==> config.mk <==
export PLATFORM = sky130hd
export DESIGN_NAME = rsc_divider
export DESIGN_NICKNAME = d
export VERILOG_FILES = /design/src/sv/rsc_pkg.sv /design/src/sv/rsc_divider.sv
export SDC_FILE = /design/constraint.sdc
export NUM_CORES = 1
export LEC_CHECK = 0
export BUFFER_PORTS_ARGS = -buffer_cell sky130_fd_sc_hd__buf_2
export CORE_AREA = 2 2 161 163
export CTS_BUF_LIST = sky130_fd_sc_hd__clkbuf_4 sky130_fd_sc_hd__clkbuf_8 sky130_fd_sc_hd__clkbuf_16
export CTS_CLUSTER_SIZE = 25
export DETAILED_ROUTE_END_ITERATION = 10
export DIE_AREA = 0 0 163 165
export PLACE_DENSITY = 0.58
export SLEW_MARGIN = 20
export SYNTH_ARGS = -nofsm -noshare
export SYNTH_HDL_FRONTEND = slang
export SYNTH_SLANG_ARGS = --single-unit
export TNS_END_PERCENT = 50
==> constraint.sdc <==
create_clock -name clk -period 7.1 [get_ports clk]
set_input_delay 0.355 -clock clk [delete_from_list [all_inputs] [get_ports clk]]
set_output_delay 0.355 -clock clk [all_outputs]
set_load 0.02 [all_outputs]
==> src/sv/rsc_pkg.sv <==
// Shared types, widths and codes for the RPN stack calculator.
`timescale 1ns / 1ps

package rsc_pkg;

	localparam int DEPTH     = 256;
	localparam int WORD_W    = 32;
	localparam int CMD_W     = 3;
	localparam int IDX_W     = 8;
	localparam int STAT_W    = 3;
	localparam int DEPTH_W   = 9;
	localparam int ADDR_W    = (DEPTH > 1) ? $clog2(DEPTH) : 1;
	localparam int CNT_W     = $clog2(DEPTH + 1);
	localparam int CMP_W     = (CNT_W > IDX_W) ? CNT_W : IDX_W;
	localparam int DIV_ITER_W = $clog2(WORD_W);

	typedef logic [CMD_W-1:0]          cmd_t;
	typedef logic signed [WORD_W-1:0]  word_t;
	typedef logic [IDX_W-1:0]          index_t;
	typedef logic [STAT_W-1:0]         status_t;
	typedef logic [DEPTH_W-1:0]        depth_t;
	typedef logic [ADDR_W-1:0]         addr_t;
	typedef logic [CNT_W-1:0]          count_t;

	localparam count_t CNT_FULL = CNT_W'(DEPTH);

	localparam cmd_t CMD_PUSH    = 3'd0;
	localparam cmd_t CMD_POP     = 3'd1;
	localparam cmd_t CMD_ADD     = 3'd2;
	localparam cmd_t CMD_SUB     = 3'd3;
	localparam cmd_t CMD_MUL     = 3'd4;
	localparam cmd_t CMD_DIV     = 3'd5;
	localparam cmd_t CMD_RD_TOP  = 3'd6;
	localparam cmd_t CMD_RD_BOT  = 3'd7;

	localparam status_t STAT_OK      = 3'd0;
	localparam status_t STAT_EMPTY   = 3'd1;
	localparam status_t STAT_RANGE   = 3'd2;
	localparam status_t STAT_FEW     = 3'd3;
	localparam status_t STAT_DIVZERO = 3'd4;
	localparam status_t STAT_FULL    = 3'd5;

endpackage

==> src/sv/rsc_divider.sv <==
// Iterative signed floor divider, one quotient bit per cycle.
`timescale 1ns / 1ps

module rsc_divider (
	input  logic           clk,
	input  logic           arst_n,
	input  logic           start,
	input  rsc_pkg::word_t dividend,
	input  rsc_pkg::word_t divisor,
	output logic           done,
	output rsc_pkg::word_t quotient
);
	import rsc_pkg::*;

	localparam logic [DIV_ITER_W-1:0] LAST_ITER = DIV_ITER_W'(WORD_W - 1);

	logic                  busy_q;
	logic                  fix_q;
	logic                  done_q;
	logic [DIV_ITER_W-1:0] iter_q;
	logic [WORD_W-1:0]     rem_q;
	logic [WORD_W-1:0]     quo_q;
	logic [WORD_W-1:0]     dvs_q;
	logic                  neg_q;
	word_t                 quotient_q;

	logic [WORD_W:0]       rem_sh;
	logic [WORD_W:0]       rem_sub;
	logic                  ge;

	assign rem_sh  = {rem_q, quo_q[WORD_W-1]};
	assign rem_sub = rem_sh - {1'b0, dvs_q};
	assign ge      = rem_sh >= {1'b0, dvs_q};

	always_ff @(posedge clk or negedge arst_n) begin
		if (!arst_n) begin
			busy_q <= 1'b0;
			fix_q  <= 1'b0;
			done_q <= 1'b0;
			iter_q <= '0;
		end else begin
			done_q <= 1'b0;
			if (start) begin
				busy_q <= 1'b1;
				iter_q <= '0;
			end else if (busy_q) begin
				iter_q <= iter_q + 1'b1;
				if (iter_q == LAST_ITER) begin
					busy_q <= 1'b0;
					fix_q  <= 1'b1;
				end
			end else if (fix_q) begin
				fix_q  <= 1'b0;
				done_q <= 1'b1;
			end
		end
	end

	// magnitudes in, restoring steps, then sign and floor fix-up
	always_ff @(posedge clk) begin
		if (start) begin
			neg_q <= dividend[WORD_W-1] ^ divisor[WORD_W-1];
			quo_q <= dividend[WORD_W-1] ? WORD_W'(-dividend) : WORD_W'(dividend);
			dvs_q <= divisor[WORD_W-1] ? WORD_W'(-divisor) : WORD_W'(divisor);
			rem_q <= '0;
		end else if (busy_q) begin
			rem_q <= ge ? rem_sub[WORD_W-1:0] : rem_sh[WORD_W-1:0];
			quo_q <= {quo_q[WORD_W-2:0], ge};
		end else if (fix_q) begin
			// -q - 1 is ~q when signs differ and something is left over
			if (neg_q) begin
				quotient_q <= (rem_q != '0) ? word_t'(~quo_q) : word_t'(-quo_q);
			end else begin
				quotient_q <= word_t'(quo_q);
			end
		end
	end

	assign done     = done_q;
	assign quotient = quotient_q;

endmodule
==> results of run 1 <==
-- synthesized netlist by cell type, drive strengths merged (15+ instances only) --
library cell | count | area, sq um
edfxtp | 97 | 2910
nor2 | 83 | 312
xnor2 | 77 | 674
nand2 | 62 | 233
a21oi | 61 | 305
o21ai | 57 | 285
inv | 43 | 161
xor2 | 42 | 368
ha | 37 | 463
dfxtp | 32 | 641
clkbuf | 31 | 116
o31ai | 28 | 215
mux2i | 26 | 260
a211oi | 21 | 158
or4 | 16 | 131
nor4 | 15 | 93.8
-- metrics by stage --
| step | std cells | setup WS, ns | instance area, sq um |
|---|---|---|---|
| 3_3_place_gp | 1289 | 3.39 | 9470 |
| 2_1_floorplan | 891 | 3.88 | 8650 |
| 4_1_cts | 1322 | 3.33 | 10000 |
| 5_1_grt | 1322 | 3.06 | 10000 |
| 3_5_place_dp | 1289 | 3.38 | 9470 |
| 6_report | 1322 | 3.28 | 10000 |
-- cells in the final DEF, fill, tap and decap left out, types with 6 or more instances in the layout --
| cell type | synthesis | routed |
|---|---|---|
| a211oi_1 | 21 | 21 |
| a21boi_0 | 6 | 6 |
| a21o_1 | 13 | 13 |
| a21oi_1 | 61 | 61 |
| a32oi_1 | 9 | 9 |
| buf_2 | 2 | 98 |
| buf_4 | 0 | 7 |
| clkbuf_16 | 0 | 17 |
| dfrtp_1 | 8 | 8 |
| dfxtp_1 | 32 | 32 |
| edfxtp_1 | 97 | 97 |
| ha_1 | 37 | 37 |
| inv_1 | 43 | 43 |
| mux2i_1 | 26 | 26 |
| nand2_1 | 62 | 62 |
| nand2b_1 | 7 | 7 |
| nand3_1 | 10 | 10 |
| nand4_1 | 10 | 10 |
| nor2_1 | 83 | 83 |
| nor3_1 | 14 | 14 |
| nor4_1 | 15 | 15 |
| o21ai_0 | 57 | 57 |
| o31ai_1 | 27 | 27 |
| o41ai_1 | 13 | 13 |
| or3_1 | 13 | 13 |
| or4_1 | 13 | 13 |
| xnor2_1 | 77 | 77 |
| xor2_1 | 42 | 42 |
-- flip-flops by register name, summed over array words and instances (netlist names) --
| signal | count |
|---|---|
| quotient | 32 |
| busy_q | 1 |
| dvs_q | 32 |
| quo_q | 32 |
| rem_q | 32 |
| done | 1 |
| neg_q | 1 |
| iter_q | 5 |
| fix_q | 1 |
-- layer usage --
layer  up-vias  global-route usage (%)
li1       3468                       -
met5         -                       0
met3        23                    2.91
met2       222                    26.5
met1      3306                    21.6
met4         0                    4.22
-- layout make-up --
| type | count | area (sq um) | share of cell area [%] |
|---|---|---|---|
| clock buffer | 17 | 425 | 4.24 |
| timing repair buffer | 106 | 553 | 5.51 |
| multi-input combinational | 674 | 4590 | 45.8 |
| sequential | 137 | 3750 | 37.4 |
| clock inverter | 15 | 134 | 1.33 |
| inverter | 43 | 161 | 1.61 |
| tap | 330 | 413 | 4.11 |
-- cells by family (layout without fill, tap and decap cells) --
| kind of cell | after synthesis | count (layout) | synth area share, % |
|---|---|---|---|
| buffers and inverters | 80 | 181 | 3.50 |
| multiplexers | 27 | 27 | 3.14 |
| AND/OR/NAND/NOR | 257 | 257 | 14.7 |
| adder cells (fa/ha/maj) | 38 | 38 | 5.58 |
| XOR/XNOR | 119 | 119 | 12.0 |
| flip-flops | 137 | 137 | 43.4 |
| AO/OA/AOI/OAI | 233 | 233 | 17.6 |
-- critical path, stage by stage (launching register included) --
cell	delay, ns
dfxtp_1	0.45
ha_1	0.34
and4_1	0.22
and3_1	0.23
a221o_1	0.33
a31o_2	0.22
a31oi_1	0.36
o2111ai_1	0.19
nand2_1	0.27
buf_4	0.49
mux2_2	0.39
a211oi_1	0.24
-- power by group --
| group | internal (mW) | switching, mW | leakage (nW) | total [mW] |
|---|---|---|---|---|
| Sequential | 0.921 | 0.0394 | 1.30 | 0.960 |
| Clock | 0.460 | 0.391 | 0.263 | 0.851 |
| Combinational | 0.127 | 0.163 | 2.57 | 0.291 |
| Total | 1.51 | 0.593 | 4.13 | 2.10 |
-- timing repair --
action,4_1_cts,5_1_grt
endpoints found under the setup margin,0,0
hold buffers,1,0
endpoints found under the hold margin,8,0
-- how the worst min path moves through the flow --
stage,start,end,slack [ns],cells after the start
6_report,divisor[0],dvs_q[0],0.17,1
3_3_place_gp,arst_n,iter_q[1],0.21,1
4_1_cts,divisor[0],dvs_q[0],0.16,1
5_1_grt,divisor[0],dvs_q[0],0.17,1
3_5_place_dp,arst_n,iter_q[1],0.21,1
2_1_floorplan,arst_n,busy_q,0.06,0
==> run metrics, run 1 <==
status=complete, no violations; Post-synth top flop=edfxtp_1; Post-DP HPWL=about 15000 um; Pre-antenna DRT Iters=5; pin count of the biggest net entering global routing=63; vias in the first global route=approximately 6600; worst path arrival time=4.15 ns; PortBufs=99; remaining global-route overflow=0; sequential share of the synthesized area=between 40% and 50%; worst path required time=roughly 7.4 ns; crit start category=register; Post-synth EDFFs=97; Resize count post-CTS=0; WL met2=roughly 9800 um; die footprint=between 0.02 and 0.03 sq mm; TritonCTS Buffers=17; die height=roughly 170 um; Fin Setup TNS=0 ns; Die Wd=163 um; P per Cell Area=~210 mW/mm^2; final period utilization=a little over half; Worst R2R Path Depth=11; gr usage total=16.0%; min-delay worst type=input pin to register; post-CTS setup buffers=0; H-tree depth=4; row count=58; Worst-Margin Slew=between 1 and 1.5 ns; met1 WL=9750 um; Vias/cell=approximately 5.3; top sig layer=met4; Slew headroom=a little over a quarter; Clock Tree Buf Depth=2; Clock Latency Late Sink=~0.43 ns; via total after detailed routing=about 7000; DR iter-0 viols=between 500 and 600; IO Pins=100; Final min period=3.82 ns; FF-to-FF End=rem_q[0]; wire length on met3=~1200 um; detailed-route DRC error count=0; Placer Congestion=0.797; core footprint=about 0.025 sq mm; n_diodes=0; Synth Cell Area=between 0.008 and 0.009 sq mm; Synth Register Bits=about 140; RR Startpoint=rem_q[14]; max-slew violation count=0; Synth Instances=slightly below 900; clock slew at reported path FFs=about 0.070 ns; peak supply drop=roughly 0.0001 V; initial antenna violation count=0; Post-DRT Antenna Nets=0; R2R setup slack=between 3 and 4 ns; MaxCap Viol Count=0; Final #Nets=between 1000 and 1500; end of the critical path=rem_q[0]; WHS=~0.17 ns; crit-path max FO=28; final WL=between 20000 and 25000 um; Final Hold Viols=0; library cells used by synthesis=58; CTS tree=done; fillers=approximately 2500; RSZ-0062 raised after global routing=false; first-pass GRT wire length=roughly 34000 um; Crit Path Class=register to register; P_leak=between 4 and 5 nW; Clock Sinks=approximately 140; Setup Viol. Count Final=0; layout cell share with drive strength beyond 1=between 15 and 20%; Async SR Flop Fraction=5.84%; crit path from=rem_q[14]; initial core utilization=roughly 35%; CTS Root Cell=clkbuf_16; Syn. warnings=0; Setup crit end kind=register; post-synth net total=996; wire per inst=about 16 um; Layout area overhead=16.0%; total power=~2.1 mW; highest clock rate=about 0.26 GHz; Worst Clk Skew=around 0.0086 ns; post-layout util=around two fifths; Syn Area/Cell=~10 sq um
Note: power is estimated with default switching activity, not from simulation.
==> inputs of run 2 (changes only) <==
- PLACE_DENSITY: 0.58 -> 0.6
- clock period: 7.1 -> 3.27 ns (I/O delays scaled with it)
==> run 2 against run 1 <==
Combinational power increased by 120%. Clock skew increased by 0.0062 ns. Final area increased by 2.1%. Global-route usage about the same. Cell count increased by 2.0%.
==> run metrics, run 2 (synthesis gave the netlist of run 1 again) <==
status=complete, no violations; CTS tree=done; Fin Setup TNS=0 ns; post-CTS setup buffers=0; Setup Viol. Count Final=0; wire per inst=15.4 um; initial core utilization=between 30% and 40%; remaining global-route overflow=0; P_leak=4.27 nW; peak supply drop=around 0.00025 V; Post-DP HPWL=approximately 16000 um; layout cell share with drive strength beyond 1=around 17%; Clock Sinks=between 100 and 150; core footprint=between 0.02 and 0.03 sq mm; most common cell after layout, fill and taps aside=buf_2; die footprint=between 0.02 and 0.03 sq mm; max-slew violation count=0; Die Wd=163 um; via total after detailed routing=approximately 7000; WHS=between 0.03 and 0.04 ns; Post-Place Cells=approximately 1300; Slew headroom=approximately 36%; H-tree depth=4; row count=between 50 and 60; Post-DRT Antenna Nets=0; Pre-antenna DRT Iters=5; Placer Congestion=~0.83; clock slew at reported path FFs=roughly 0.07 ns; IO Pins=100; min-delay worst type=input pin to register; crit start category=register; Final Non-Filler Cells=around 1300; Final min period=3.09 ns; Register Area=0.00375 sq mm; fillers=2501; Multi-input gate area=about 0.0046 sq mm; Layout area overhead=18.5%; n_diodes=0; crit-path max FO=5; TritonCTS Buffers=17; vias in the first global route=a little under 7000; P per Cell Area=around 450 mW/mm^2; PortBufs=a little under 100; gr usage total=~16%; Final Hold Viols=0; CTS Root Cell=clkbuf_16; highest clock rate=approximately 0.32 GHz; post-layout util=between 40% and 50%; worst path required time=3.64 ns; first-pass GRT wire length=between 30000 and 40000 um; die height=~170 um; final WL=20700 um; Final #Nets=about 1100; Setup crit end kind=register; Vias/cell=about 5.2; detailed-route DRC error count=0; Crit Path Class=register to register; commonest non-fill, non-tap cells in the layout=buf_2, edfxtp_1, nor2_1; Clock Latency Late Sink=0.44 ns; pin count of the biggest net entering global routing=92; worst path arrival time=3.46 ns; DR iter-0 viols=between 500 and 600; initial antenna violation count=0; Worst Clk Skew=around 0.015 ns; Worst-Margin Slew=0.965 ns; MaxCap Viol Count=0; Clock Tree Buf Depth=2; final period utilization=a little over nine tenths
run 2: final cells by class:
class | count | share of cell area [%]
inverter | 43 | 1.57
sequential | 137 | 36.6
tap | 330 | 4.03
multi-input combinational | 674 | 44.8
clock buffer | 17 | 4.15
timing repair buffer | 133 | 7.52
clock inverter | 15 | 1.26
run 2: power breakdown:
| group | switching [mW] | total (mW) | leakage [nW] | internal [mW] |
|---|---|---|---|---|
| registers | 0.0877 | 2.09 | 1.30 | 2.00 |
| logic | 0.352 | 0.642 | 2.70 | 0.290 |
| clock network | 0.845 | 1.84 | 0.271 | 0.997 |
| total | 1.28 | 4.57 | 4.27 | 3.29 |
run 2: path summary, 6_finish.rpt:
kind	from	cells after the start	slack (ns)	endpoint
max in group asynchronous	arst_n	2	2.98	fix_q
min reg2reg	fix_q	1	0.50	done
max reg2reg	rem_q[17]	10	0.18	rem_q[31]
min	divisor[13]	2	0.03	dvs_q[13]
min in group asynchronous	arst_n	2	0.12	iter_q[4]
max	rem_q[17]	10	0.18	rem_q[31]
run 2: timing repair:
action,CTS,global route
hold buffers,2,0
endpoints found under the hold margin,9,0
gates resized for setup,0,1
endpoints found under the setup margin,0,14
run 2: stage by stage:
step                setup WS (ns)  cell area [sq um]  power (mW)
floorplan                   0.236               8650        2.55
global placement          0.00770               9670        2.75
detailed placement        -0.0167               9670        2.76
CTS                         0.180              10200        4.62
global route              -0.0127              10200        4.79
finish                      0.184              10200        4.57
run 2: layer usage:
metal  GRT usage, %  part of all wire (%)  routed length, um  vias to the layer above
met5              0                     0                  0                        -
met1           22.1                    48               9970                     3254
met3           3.37                   5.7               1170                       18
met4           4.06                   1.0                210                        0
li1               -                     -                  -                     3541
met2           25.5                    45               9390                      210
run 2: worst max-delay path: stages (launching register included):
cell and delay [ns]:
dfxtp_1 0.34, ha_1 0.37, and4_1 0.27, and3_1 0.23, a221o_1 0.32, a211o_1 0.31
a41oi_1 0.28, nor3_1 0.12, or3b_2 0.47, mux2i_1 0.15, a221o_1 0.15
